===== src/sv/assert_macros.svh =====
// ----------------------------------------------------------------------------
// Assertion macros shared by the frame filter RTL
// Concurrent checks clocked on clk_i, disabled while rst_ni is low.
// ----------------------------------------------------------------------------
`ifndef ASSERT_MACROS_SVH
`define ASSERT_MACROS_SVH

// same-cycle implication
`define CFR_ASSERT_IMP(lbl, ante, cons, msg) \
  lbl: assert property (@(posedge clk_i) disable iff (!rst_ni) (ante) |-> (cons)) \
    else $error(msg);

// next-cycle implication
`define CFR_ASSERT_NXT(lbl, ante, cons, msg) \
  lbl: assert property (@(posedge clk_i) disable iff (!rst_ni) (ante) |=> (cons)) \
    else $error(msg);

`endif


===== src/sv/cfr_pkg.sv =====
`timescale 1ns / 1ps
// ----------------------------------------------------------------------------
// cfr_pkg
// Types and constants of the command frame filter with duplicate cache.
// ----------------------------------------------------------------------------
package cfr_pkg;

  localparam int unsigned CACHE_ENTRIES_DEF = 64;
  localparam int unsigned QUEUE_DEPTH       = 2;

  localparam int unsigned ADDR_W = 48;
  localparam int unsigned ID_W   = 32;
  localparam int unsigned CODE_W = 8;
  localparam int unsigned TIME_W = 32;
  localparam int unsigned WIN_W  = 16;
  localparam int unsigned THR_W  = 7;
  localparam int unsigned CFG_IDX_W = 2;

  localparam int unsigned IN_DATA_W  = 168;
  localparam int unsigned OUT_DATA_W = 88;

  localparam logic [WIN_W-1:0] WINDOW_RST    = WIN_W'(2000);
  localparam logic [THR_W-1:0] THRESHOLD_RST = THR_W'(50);

  typedef enum logic [1:0] {
    VERDICT_ACCEPT     = 2'd0,
    VERDICT_NOT_CMD    = 2'd1,
    VERDICT_OTHER_DEST = 2'd2,
    VERDICT_DUPLICATE  = 2'd3
  } verdict_e;

  typedef enum logic [CFG_IDX_W-1:0] {
    CFG_OWN_ADDRESS     = 2'd0,
    CFG_WINDOW_MS       = 2'd1,
    CFG_PRUNE_THRESHOLD = 2'd2
  } cfg_idx_e;

  typedef enum logic [2:0] {
    ST_CLEAR,
    ST_IDLE,
    ST_LOOK,
    ST_SWEEP,
    ST_INSERT
  } back_state_e;

  typedef struct packed {
    logic [ADDR_W-1:0] own_address;
    logic [WIN_W-1:0]  window_ms;
    logic [THR_W-1:0]  prune_threshold;
  } cfg_t;

  // classified frame handed from front to back
  typedef struct packed {
    verdict_e          verdict;
    logic [ADDR_W-1:0] sender;
    logic [ID_W-1:0]   msg_id;
    logic [CODE_W-1:0] code;
    logic [TIME_W-1:0] now;
  } item_t;

  typedef struct packed {
    logic              valid;
    logic [ADDR_W-1:0] address;
    logic [ID_W-1:0]   id;
    logic [TIME_W-1:0] stamp;
  } entry_t;

  typedef struct packed {
    verdict_e          verdict;
    logic [ADDR_W-1:0] ack_target;
    logic [ID_W-1:0]   ack_id;
    logic [CODE_W-1:0] command_out;
  } result_t;

endpackage


===== src/sv/cfr_front.sv =====
`timescale 1ns / 1ps
// ----------------------------------------------------------------------------
// cfr_front
// Accepts frames, unpacks them and settles the command and destination checks.
// ----------------------------------------------------------------------------
module cfr_front (
  input  logic                              s_axis_tvalid_i,
  output logic                              s_axis_tready_o,
  input  logic [cfr_pkg::IN_DATA_W-1:0]     s_axis_tdata_i,
  input  logic                              s_axis_tuser_i,
  input  logic [cfr_pkg::ADDR_W-1:0]        own_address_i,
  input  logic                              push_ready_i,
  output logic                              push_valid_o,
  output cfr_pkg::item_t                    push_item_o
);

  logic [cfr_pkg::ADDR_W-1:0] dest;

  assign dest            = s_axis_tdata_i[95:48];
  assign s_axis_tready_o = push_ready_i;
  assign push_valid_o    = s_axis_tvalid_i;

  always_comb begin
    push_item_o.sender = s_axis_tdata_i[47:0];
    push_item_o.msg_id = s_axis_tdata_i[127:96];
    push_item_o.code   = s_axis_tdata_i[135:128];
    push_item_o.now    = s_axis_tdata_i[167:136];
    priority if (!s_axis_tuser_i) begin
      push_item_o.verdict = cfr_pkg::VERDICT_NOT_CMD;
    end else if (dest != '0 && dest != own_address_i) begin
      push_item_o.verdict = cfr_pkg::VERDICT_OTHER_DEST;
    end else begin
      // survivor: the back end does the cache lookup
      push_item_o.verdict = cfr_pkg::VERDICT_ACCEPT;
    end
  end

endmodule


===== config.mk =====
export PLATFORM = sky130hd
export DESIGN_NAME = cfr_front
export DESIGN_NICKNAME = d
export VERILOG_FILES = /design/src/sv/assert_macros.svh /design/src/sv/cfr_pkg.sv /design/src/sv/cfr_front.sv
export SDC_FILE = /design/constraint.sdc
export NUM_CORES = 1
export LEC_CHECK = 0
export ABC_CLOCK_PERIOD_IN_PS = 1300
export BUFFER_PORTS_ARGS = -buffer_cell sky130_fd_sc_hd__buf_2
export CORE_AREA = 2 2 135 137
export DETAILED_ROUTE_END_ITERATION = 7
export DIE_AREA = 0 0 137 139
export SKIP_LAST_GASP = 1
export SLEW_MARGIN = 20
export SYNTH_ARGS = -nofsm -noshare
export SYNTH_HDL_FRONTEND = slang
export SYNTH_SLANG_ARGS = --single-unit

===== constraint.sdc =====
create_clock -name vclk -period 1.3
set_input_delay 0.195 -clock vclk [all_inputs]
set_output_delay 0.195 -clock vclk [all_outputs]
set_load 0.05 [all_outputs]

# Yosys cells after proc, flatten, opt, wreduce, memory -nomap -nowiden

Cells that the tools add are included.
W data, S select, Z words.

Mux-type cells: 2
Equality and inequality tests: 1
Reductions and logical operators: 2

Operator list:

| kind                | count |
|---|---|
| $ne A48 B48 Y1      | 1 |
| $reduce_bool A48 Y1 | 1 |
| $mux W2             | 2 |
| $logic_and A1 B1 Y1 | 1 |

Bits in registers: 0
Input bits: 219

# Depth between registers and ports, before layout

Word-level depth: 4
Depth in mapped cells: 4
Gate-level depth less buffers: 4

# Least setup slack after synthesis

Ideal clock, no wire load.

Kind: input-to-output
From: in own_address_i[42] in the netlist's numbering
To: out push_item_o[121] in the netlist's numbering
Path buffers: 0
Arrival: 1.316 ns
Required time: 1.105 ns
Path slack: -0.211 ns
Cell stages on the path: 4
Cells stage by stage: xnor2_1 nand4_1 nor4_1 a31oi_1

RTL lines:

| what               | line            | RTL |
|---|---|---|
| start: declaration | cfr_front.sv:11 | `input logic [cfr_pkg::ADDR_W-1:0] own_address_i,` |
| end: declaration   | cfr_front.sv:14 | `output cfr_pkg::item_t push_item_o` |

==> flow_metrics.env <==
export IMPL_vias_per_cell=2.962
export IMPL_start_util_pct=8.766
export IMPL_synth_fa_ha_area_share_pct=0
export IMPL_path_max_fanout=2
export IMPL_min_period_ps=1614
export IMPL_ant_nets=0
export IMPL_status="complete, but fails checks"
export IMPL_synth_xor_xnor_area_share_pct=27.16
export IMPL_fmax_mhz=619.4
export IMPL_synth_top_family_by_area="buffers and inverters"
export IMPL_syn_to_final_growth_pct=12.29
export IMPL_drc=0
export IMPL_dieHeight_um=139
export IMPL_dieArea_um2=19040
export IMPL_syn_num_nets=422
export IMPL_ir_worst_vdd_uv=91.60
export IMPL_totalWireLength_um=8598
export IMPL_floorplan_io_pins=343
export IMPL_maxSlewViolCount=0
export IMPL_layout_commonest_cell="buf_2"
export IMPL_pwr_share_seq_pct=0
export IMPL_startpoint="s_axis_tdata_i[84]"
export IMPL_slew_headroom_pct=75.08
export IMPL_port_buffers=99
export IMPL_layout_nets=408
export IMPL_finalSetupViolCount=1
export IMPL_grt_pass1_wl_um=10650
export IMPL_netlist_instances=203
export IMPL_stdcell_area_um2=1738
export IMPL_clock_buffers=0
export IMPL_critPathRequiredTime_ps=1110
export IMPL_crit_arrival_ps=1420
export IMPL_synthMuxAreaShare_pct=0
export IMPL_design_seq_count=0
export IMPL_gp_congestion=0.6685
export IMPL_holdBufCountCts=0
export IMPL_die_w_um=137
export IMPL_p_leak_uw=0.0006550
export IMPL_ys_seq_area_share_pct=0
export IMPL_violations="negative setup slack"
export IMPL_period_share_pct=124.2
export IMPL_synth_compound_area_share_pct=0.8892
export IMPL_drt_iter0_markers=12
export IMPL_post_drt_wl_per_cell_um=20.57
export IMPL_placed_area_um2=1473
export IMPL_seq_area_um2=0
export IMPL_fp_coreArea_um2=17660
export IMPL_pwr_share_clk_pct=0
export IMPL_fillers=2081
export IMPL_yosysWarnings=0
export IMPL_grt_overflow_total=0
export IMPL_hold_viol_final=0
export IMPL_vias=1238
export IMPL_worstSetupStartpointType="input port"
export IMPL_power_uw=539.3
export IMPL_rsz0062_at_grt="yes"
export IMPL_worst_hold_slack_ps=390.0
export IMPL_synth_cell_types=8
export IMPL_finalCoreUtilization_pct=9.843
export IMPL_finalWorstSetupSlack_ps=-314.5
export IMPL_endpoint="push_item_o[121]"
export IMPL_grt_pass1_vias=1372
export IMPL_num_rows=49
export IMPL_worstHoldStart="s_axis_tdata_i[29]"
export IMPL_avgSynthCellArea_um2=7.624
export IMPL_final_cell_mix="buf_2, xnor2_1, nand4_1"
export IMPL_grt_total_usage_pct=8.419
export IMPL_synth_area_um2=1548
export IMPL_power_density_nw_per_um2=310.3
export IMPL_hpwl_um=8030
export IMPL_antenna_found_initial=2
export IMPL_internal_power_uw=270.9
export IMPL_hp_class="input port to output port"
export IMPL_postCtsSetupBuffers=0
export IMPL_netSwitchingPower_uw=268.4
export IMPL_crit_path_end_kind="output port"
export IMPL_maxCapViolCount=0
export IMPL_grt_max_degree=3
export IMPL_tightest_slew_ps=370.7
export IMPL_yosys_area_share_simple_pct=12.53
export IMPL_first_pass_iters=2
export IMPL_power_frac_comb_pct=100.0
export IMPL_p_sw_share_pct=49.76
export IMPL_final_layout_size_suffix_gt1_share_pct=70.59
export IMPL_critPathKind="input port to output port"
==> critical path: stages <==
cell and delay, ps:
buf_2 130, xnor2_1 160, nand4_1 200, nor4_1 320
buf_4 160, a31oi_2 80, buf_6 170
==> layer usage <==
| metal | part of all wire [%] | routed length (µm) | vias up | global-route usage [%] |
|---|---|---|---|---|
| met4 | 7.9 | 676 | 0 | 5.480 |
| li1 | - | - | 523 | - |
| met2 | 46 | 3929 | 128 | 13.85 |
| met3 | 14 | 1172 | 78 | 4.240 |
| met5 | 0 | 0 | - | 0 |
| met1 | 33 | 2820 | 509 | 8.262 |
==> cell families after synthesis <==
kind of cell    after synthesis
compound gates                2
xor+xnor                     48
buf+inv                     123
simple gates                 30
==> stage by stage <==
| stage | TNS [ps] | std cells | setup slack, ps |
|---|---|---|---|
| final | -314.5 | 418 | -314.5 |
| after global routing | -443.6 | 416 | -443.6 |
| after CTS | -336.4 | 416 | -336.4 |
| after detailed placement | -738.0 | 416 | -738.0 |
| after global placement | -756.2 | 416 | -756.2 |
| after floorplan | 0 | 203 | 30.71 |
==> how the worst min path moves through the flow <==
stage / end / slack, ps / depth (start not counted)
after floorplan: push_item_o[0] / 560 / 1
after global placement: push_item_o[104] / 390 / 0
after detailed placement: push_item_o[104] / 390 / 0
after CTS: push_item_o[104] / 390 / 0
after global routing: push_item_o[91] / 390 / 0
final: push_item_o[101] / 390 / 0
==> power by group through the flow <==
stage	Sequential (µW)	Clock, µW	Combinational (µW)
3_5_place_dp	0	0	481
4_1_cts	0	0	552
6_report	0	0.000206	539
5_1_grt	0	0	590
2_1_floorplan	0	0	1180
3_3_place_gp	0	0	479
==> cell usage after synthesis (all sizes together) <==
library cell    n  area [µm²]
inv             1       3.750
xnor2          48       420.4
nand4          15       93.84
buf           122       915.9
a31oi           1       6.260
nor4           15       100.1
o31ai           1       7.510
==> repair_timing <==
action | CTS | global route
setup endpoints to repair | 1 | 1
gates cloned | 0 | 0
hold endpoints to repair | 0 | 0
resized for setup | 34 | 9
pin swaps | 10 | 3
==> layout make-up <==
type                       count  area [µm²]  share of cell area (%)
antenna                        2       5.005                  0.2880
tap                          229       286.5                   16.49
timing repair buffer         106       591.8                   34.05
inverter                       1       3.754                  0.2160
multi-input combinational     80       850.8                   48.96
No activity file was read; power rests on OpenSTA's default activity.
