--- config.mk ---
export PLATFORM = sky130hd
export DESIGN_NAME = cfr_queue
export DESIGN_NICKNAME = d
export VERILOG_FILES = /design/src/sv/assert_macros.svh /design/src/sv/cfr_pkg.sv /design/src/sv/cfr_queue.sv
export SDC_FILE = /design/constraint.sdc
export NUM_CORES = 1
export LEC_CHECK = 0
export BUFFER_PORTS_ARGS = -buffer_cell sky130_fd_sc_hd__buf_2
export CORE_MARGIN = 2
export CORE_UTILIZATION = 38
export DETAILED_ROUTE_END_ITERATION = 16
export PLACE_DENSITY = 0.71
export RECOVER_POWER = 25
export SLEW_MARGIN = 20
export SYNTH_ARGS = -nofsm -noshare
export SYNTH_HDL_FRONTEND = slang
export SYNTH_SLANG_ARGS = --single-unit
--- constraint.sdc ---
create_clock -name clk_i -period 6.5 [get_ports clk_i]
set_input_delay 0.65 -clock clk_i [delete_from_list [all_inputs] [get_ports clk_i]]
set_output_delay 0.65 -clock clk_i [all_outputs]
set_load 0.01 [all_outputs]
--- src/sv/assert_macros.svh ---
// ----------------------------------------------------------------------------
// Assertion macros shared by the frame filter RTL
// Concurrent checks clocked on clk_i, disabled while rst_ni is low.
// ----------------------------------------------------------------------------
`ifndef ASSERT_MACROS_SVH
`define ASSERT_MACROS_SVH

// same-cycle implication
`define CFR_ASSERT_IMP(lbl, ante, cons, msg) \
  lbl: assert property (@(posedge clk_i) disable iff (!rst_ni) (ante) |-> (cons)) \
    else $error(msg);

// next-cycle implication
`define CFR_ASSERT_NXT(lbl, ante, cons, msg) \
  lbl: assert property (@(posedge clk_i) disable iff (!rst_ni) (ante) |=> (cons)) \
    else $error(msg);

`endif

--- src/sv/cfr_pkg.sv ---
`timescale 1ns / 1ps
// ----------------------------------------------------------------------------
// cfr_pkg
// Types and constants of the command frame filter with duplicate cache.
// ----------------------------------------------------------------------------
package cfr_pkg;

  localparam int unsigned CACHE_ENTRIES_DEF = 64;
  localparam int unsigned QUEUE_DEPTH       = 2;

  localparam int unsigned ADDR_W = 48;
  localparam int unsigned ID_W   = 32;
  localparam int unsigned CODE_W = 8;
  localparam int unsigned TIME_W = 32;
  localparam int unsigned WIN_W  = 16;
  localparam int unsigned THR_W  = 7;
  localparam int unsigned CFG_IDX_W = 2;

  localparam int unsigned IN_DATA_W  = 168;
  localparam int unsigned OUT_DATA_W = 88;

  localparam logic [WIN_W-1:0] WINDOW_RST    = WIN_W'(2000);
  localparam logic [THR_W-1:0] THRESHOLD_RST = THR_W'(50);

  typedef enum logic [1:0] {
    VERDICT_ACCEPT     = 2'd0,
    VERDICT_NOT_CMD    = 2'd1,
    VERDICT_OTHER_DEST = 2'd2,
    VERDICT_DUPLICATE  = 2'd3
  } verdict_e;

  typedef enum logic [CFG_IDX_W-1:0] {
    CFG_OWN_ADDRESS     = 2'd0,
    CFG_WINDOW_MS       = 2'd1,
    CFG_PRUNE_THRESHOLD = 2'd2
  } cfg_idx_e;

  typedef enum logic [2:0] {
    ST_CLEAR,
    ST_IDLE,
    ST_LOOK,
    ST_SWEEP,
    ST_INSERT
  } back_state_e;

  typedef struct packed {
    logic [ADDR_W-1:0] own_address;
    logic [WIN_W-1:0]  window_ms;
    logic [THR_W-1:0]  prune_threshold;
  } cfg_t;

  // classified frame handed from front to back
  typedef struct packed {
    verdict_e          verdict;
    logic [ADDR_W-1:0] sender;
    logic [ID_W-1:0]   msg_id;
    logic [CODE_W-1:0] code;
    logic [TIME_W-1:0] now;
  } item_t;

  typedef struct packed {
    logic              valid;
    logic [ADDR_W-1:0] address;
    logic [ID_W-1:0]   id;
    logic [TIME_W-1:0] stamp;
  } entry_t;

  typedef struct packed {
    verdict_e          verdict;
    logic [ADDR_W-1:0] ack_target;
    logic [ID_W-1:0]   ack_id;
    logic [CODE_W-1:0] command_out;
  } result_t;

endpackage

--- src/sv/cfr_queue.sv ---
`timescale 1ns / 1ps
// ----------------------------------------------------------------------------
// cfr_queue
// Short FIFO of classified frames between front and back.
// ----------------------------------------------------------------------------
module cfr_queue (
  input  logic           clk_i,
  input  logic           rst_ni,
  input  logic           push_valid_i,
  output logic           push_ready_o,
  input  cfr_pkg::item_t push_item_i,
  output logic           pop_valid_o,
  input  logic           pop_i,
  output cfr_pkg::item_t pop_item_o
);

  localparam int unsigned PW = (cfr_pkg::QUEUE_DEPTH > 1) ? $clog2(cfr_pkg::QUEUE_DEPTH) : 1;
  localparam int unsigned CW = $clog2(cfr_pkg::QUEUE_DEPTH + 1);

  cfr_pkg::item_t slots_q [cfr_pkg::QUEUE_DEPTH];
  logic [PW-1:0]  wr_ptr_q, wr_ptr_d, rd_ptr_q, rd_ptr_d;
  logic [CW-1:0]  count_q, count_d;
  logic           push, pop;

  assign push_ready_o = (count_q != CW'(cfr_pkg::QUEUE_DEPTH));
  assign pop_valid_o  = (count_q != '0);
  assign push         = push_valid_i && push_ready_o;
  assign pop          = pop_i && pop_valid_o;
  assign pop_item_o   = slots_q[rd_ptr_q];

  always_comb begin
    wr_ptr_d = wr_ptr_q;
    rd_ptr_d = rd_ptr_q;
    count_d  = count_q;
    if (push) begin
      wr_ptr_d = (wr_ptr_q == PW'(cfr_pkg::QUEUE_DEPTH - 1)) ? '0 : wr_ptr_q + 1'b1;
    end
    if (pop) begin
      rd_ptr_d = (rd_ptr_q == PW'(cfr_pkg::QUEUE_DEPTH - 1)) ? '0 : rd_ptr_q + 1'b1;
    end
    if (push && !pop) begin
      count_d = count_q + 1'b1;
    end else if (pop && !push) begin
      count_d = count_q - 1'b1;
    end
  end

  always_ff @(posedge clk_i or negedge rst_ni) begin
    if (!rst_ni) begin
      wr_ptr_q <= '0;
      rd_ptr_q <= '0;
      count_q  <= '0;
    end else begin
      wr_ptr_q <= wr_ptr_d;
      rd_ptr_q <= rd_ptr_d;
      count_q  <= count_d;
    end
  end

  always_ff @(posedge clk_i) begin
    if (push) begin
      slots_q[wr_ptr_q] <= push_item_i;
    end
  end

endmodule

# --- Yosys cells after proc, flatten, opt, wreduce, memory -nomap -nowiden ---
# Memories as Yosys holds them, arrays and structs flattened.
# Cells that the tools add are included.
word_totals:
  ff_bits: 4
  ramBits: 244
  in_bits: 126
  out_inout_bits: 124
  elab_cells: 23
  n_memories: 1
classes:
  n_addsub: 4
  n_eq_ne: 1
  n_mux: 6
  reduce_logical: 8
memory_table:
  columns: ["name", "depth", "word_bits", "rd", "rd_ports_with_merged_regs", "write_ports", "line_no", "rtl"]
  rows:
  - ["slots_q", 2, 122, 1, 0, 1, "cfr_queue.sv:20", "cfr_pkg::item_t slots_q [cfr_pkg::QUEUE_DEPTH];"]
op_table:
  columns: ["cell", "count"]
  rows:
  - ["$logic_and 1x1->1", 4]
  - ["$mux 1", 4]
  - ["$mux 2", 2]
  - ["$reduce_bool 2->1", 2]
  - ["$add 1x1->1 const B", 2]
  - ["$add 2x1->2 const B", 1]
  - ["$logic_not 1->1", 2]
  - ["$ne 2x2->1 const B", 1]
  - ["$sub 2x1->2 const B", 1]

# --- Depth between registers and ports, before layout ---
logic_depth:
  word_depth: 6
  ltp_mapped: 7
  mapped_depth_nobuf: 7

# --- Least setup slack after synthesis ---
# Ideal clock, no wire load.
synth_timing:
  kind: "input -> register"
  start: "input push_valid_i"
  end: "memory slots_q[0][0] (netlist bit), enable pin"
  setup_ps: 604
  arrival_ps: 5812
  required_time_ps: 5896
  setup_slack_ps: 83
  stages: 2
  n_path_buf: 0
  cell_sequence: "nand2_1 -> nor2_1"
synth_via:
  elab_chain_cells: 3
synth_lines:
  columns: ["element", "line_no", "rtl"]
  rows:
  - ["from (decl)", "cfr_queue.sv:9", "input logic push_valid_i,"]
  - ["$logic_and 1x1->1", "cfr_queue.sv:27", "assign push = push_valid_i && push_ready_o;"]
  - ["$mux 1", "cfr_queue.sv:61", "if (push) begin"]
  - ["$mux 1 (implied by the code)", "cfr_queue.sv:62", "slots_q[wr_ptr_q] <= push_item_i;"]
  - ["to (decl)", "cfr_queue.sv:20", null]
# Every way passes these cells.

==> summary.txt <==
Setup path
  • Worst setup SP type: flop
  • Max Fanout on Critical Path: 63
  • Required time worst endpoint: ~5900 ps
  • CP arrival: ~2600 ps
  • Crit path kind: flop to primary output
  • CP endpoint kind: primary output

Global route
  • Initial antenna violation count: 1
  • Vias in the first global route: roughly 4800
  • First-pass GRT wire length: about 25 mm
  • GRT Residual Overflow: 0
  • Largest net degree at the start of global routing: 66
  • Total track usage: 12.5%

STA
  • Final clock skew: 9.89 ps
  • Setup-failing EPs final: 0
  • Slew at the pin closest to its max-slew limit: 1040 ps
  • Final Hold Violating Endpoints: 0
  • Final WS setup: 3210 ps
  • RSZ-0062 raised after global routing: no
  • Tmin final: between 3000 and 4000 ps
  • Max Transition Viols Final: 0
  • Slew margin rel.: 30.9%
  • Final Cycle Share: 50.7%
  • Max frequency: roughly 300 MHz
  • Setup TNS: 0 ps

Routing
  • Antenna-violating nets left: 0
  • Routed vias: 4566
  • Routed Wire Length: about 17 mm
  • Via-per-instance ratio: around 4.5
  • Average routed wire per standard cell: 16.7 um
  • DR iter-0 viols: around 200
  • Initial DRT Pass Iterations: 4
  • DR DRC count: 0

CTS
  • Worst-path clk slew: 60 ps
  • Root Driver: clkbuf_16
  • H-tree depth: 1
  • Post-CTS setup buffer count: 0
  • Num CTS Buffers: 25
  • Clock sinks: 248
  • CTS tree: done
  • Clock Latency Late Sink: roughly 520 ps
  • Gates resized, CTS repair: 0
  • CTS max path bufs: 3

Yosys
  • Top-area cell type share of the netlist area: 78.9%
  • #FFs+latches synth: around 250
  • Mean Syn Cell Area: 23.3 sq um
  • Post-Syn Instances: 398
  • Synth area leaders: edfxtp_1 (79%), mux2_4 (11%), mux2_2 (6.3%), dfrtp_1 (1.1%), buf_6 (0.97%)
  • Yosys warnings: 0
  • Synth Cell Area: 9290 sq um
  • Seq/Total Area, Yosys: 80.0%
  • Syn Nets: 525
  • Synth cell types: 16
  • Synth area leader: edfxtp_1

Placement
  • Worst slack at placement: 3670 ps
  • DP HPWL: 10.9 mm
  • Count of input and output buffers: ~250
  • GPL Wtd Cong: 0.688
  • DP Area: 10900 sq um

Power
  • Max IR drop VDD: 512 uV
  • Leak Pwr: 4.43 nW
  • Pwr Density: 452 nW/um^2

Floorplanning
  • I/O pin count: 250
  • # rows: 57
  • Core ar.: about 24000 sq um
  • Die area: ~26000 sq um
  • Die width: around 160 um
  • Die H: roughly 160 um
  • Starting Density: 38.4%

Final layout
  • Most common cell after layout, fill and taps aside: edfxtp_1
  • Fin nets: 792
  • Commonest cells after routing, fill and taps aside: edfxtp_1 (244), buf_2 (218), mux2_4 (70)
  • Fin area: 11600 sq um
  • Share of cells above drive strength 1: 55.9%
  • Area growth, synth to finish: 25.0%
  • Antenna Cells: 0

Run
  • MaxCap Viol Count: 0

Min path
  • Worst hold path class: input port to flop

Run status
  • Status: complete, no violations
[report_power, final]
| part | switching [W] | internal, W | total [W] |
|---|---|---|---|
| Sequential | 0.000175 | 0.00219 | 0.00237 |
| Clock | 0.000566 | 0.000782 | 0.00135 |
| Combinational | 0.000753 | 0.000777 | 0.00153 |
| Total | 0.00149 | 0.00375 | 0.00524 |
[metrics by stage]
step                      total power (W)  cells  hold slack, ps  util (%)
after floorplan                   0.00348    398             354         -
after global placement            0.00394    961             472      45.0
after detailed placement          0.00397    961             471      45.0
after CTS                         0.00533   1007             289      48.2
after global routing              0.00549   1007             292      48.0
final                             0.00524   1007             314      48.0
[state kept, by name, summed over array words and instances, names as in the netlist]
register / cells
wr_ptr_q: 1
slots_q: 244
count_q: 2
rd_ptr_q: 1
[final cells by class]
cell class	count	area, sq um
Fill cell	2045	12600
Multi-Input combinational cell	135	1740
Clock buffer	29	641
Inverter	1	3.75
Tap cell	324	405
Sequential cell	248	7430
Clock inverter	16	130
Timing Repair Buffer	254	1260
[worst max-delay path, stage by stage, from the launching register on]
cell and delay (ps):
dfrtp_4 1050, buf_12 430, mux2_2 400, buf_2 140
[cell families (layout without fill, tap and decap cells)]
kind of cell               count (synthesis)  in the layout  synth area share, %
muxes                                    122            122                 17.6
and+or+nand+nor                            7              7                0.364
DFF                                      248            248                 80.0
xor gates and xnor gates                   5              5                0.472
adders and majority gates                  1              1                0.135
buffers and inverters                     15            300                 1.44
[final timing paths]
check	slack, ps	endpoint	cells after the start	startpoint
max reg2reg	3870	slots_q[1][95]	3	count_q[0]
min	310	slots_q[1][99]	1	push_item_i[99]
min in group asynchronous	480	count_q[1]	2	rst_ni
max in group asynchronous	5870	rd_ptr_q	2	rst_ni
min reg2reg	500	count_q[1]	1	count_q[1]
max	3210	pop_item_o[106]	3	rd_ptr_q
[layer usage]
metal | wire, um | vias to the layer above | global-route usage [%]
met5 | 13 | - | 0
met1 | 6540 | 2236 | 14.1
met3 | 1400 | 35 | 4.26
li1 | - | 2114 | -
met4 | 415 | 2 | 3.81
met2 | 8400 | 179 | 22.3
[synthesized netlist by cell type]
master	n
xnor2_1	3
nor2_1	2
mux2_4	70
buf_6	8
buf_8	1
mux2_2	52
and3_1	1
nand2b_1	1
nand2_1	2
or2_2	1
edfxtp_1	244
buf_2	5
inv_1	1
xor2_1	2
ha_1	1
dfrtp_1	4
[repair_timing]
action	4_1_cts	5_1_grt
endpoints found under the hold margin	4	0
setup endpoints to repair	0	0
hold buffers	1	0
(Power assumes the default switching activity.)
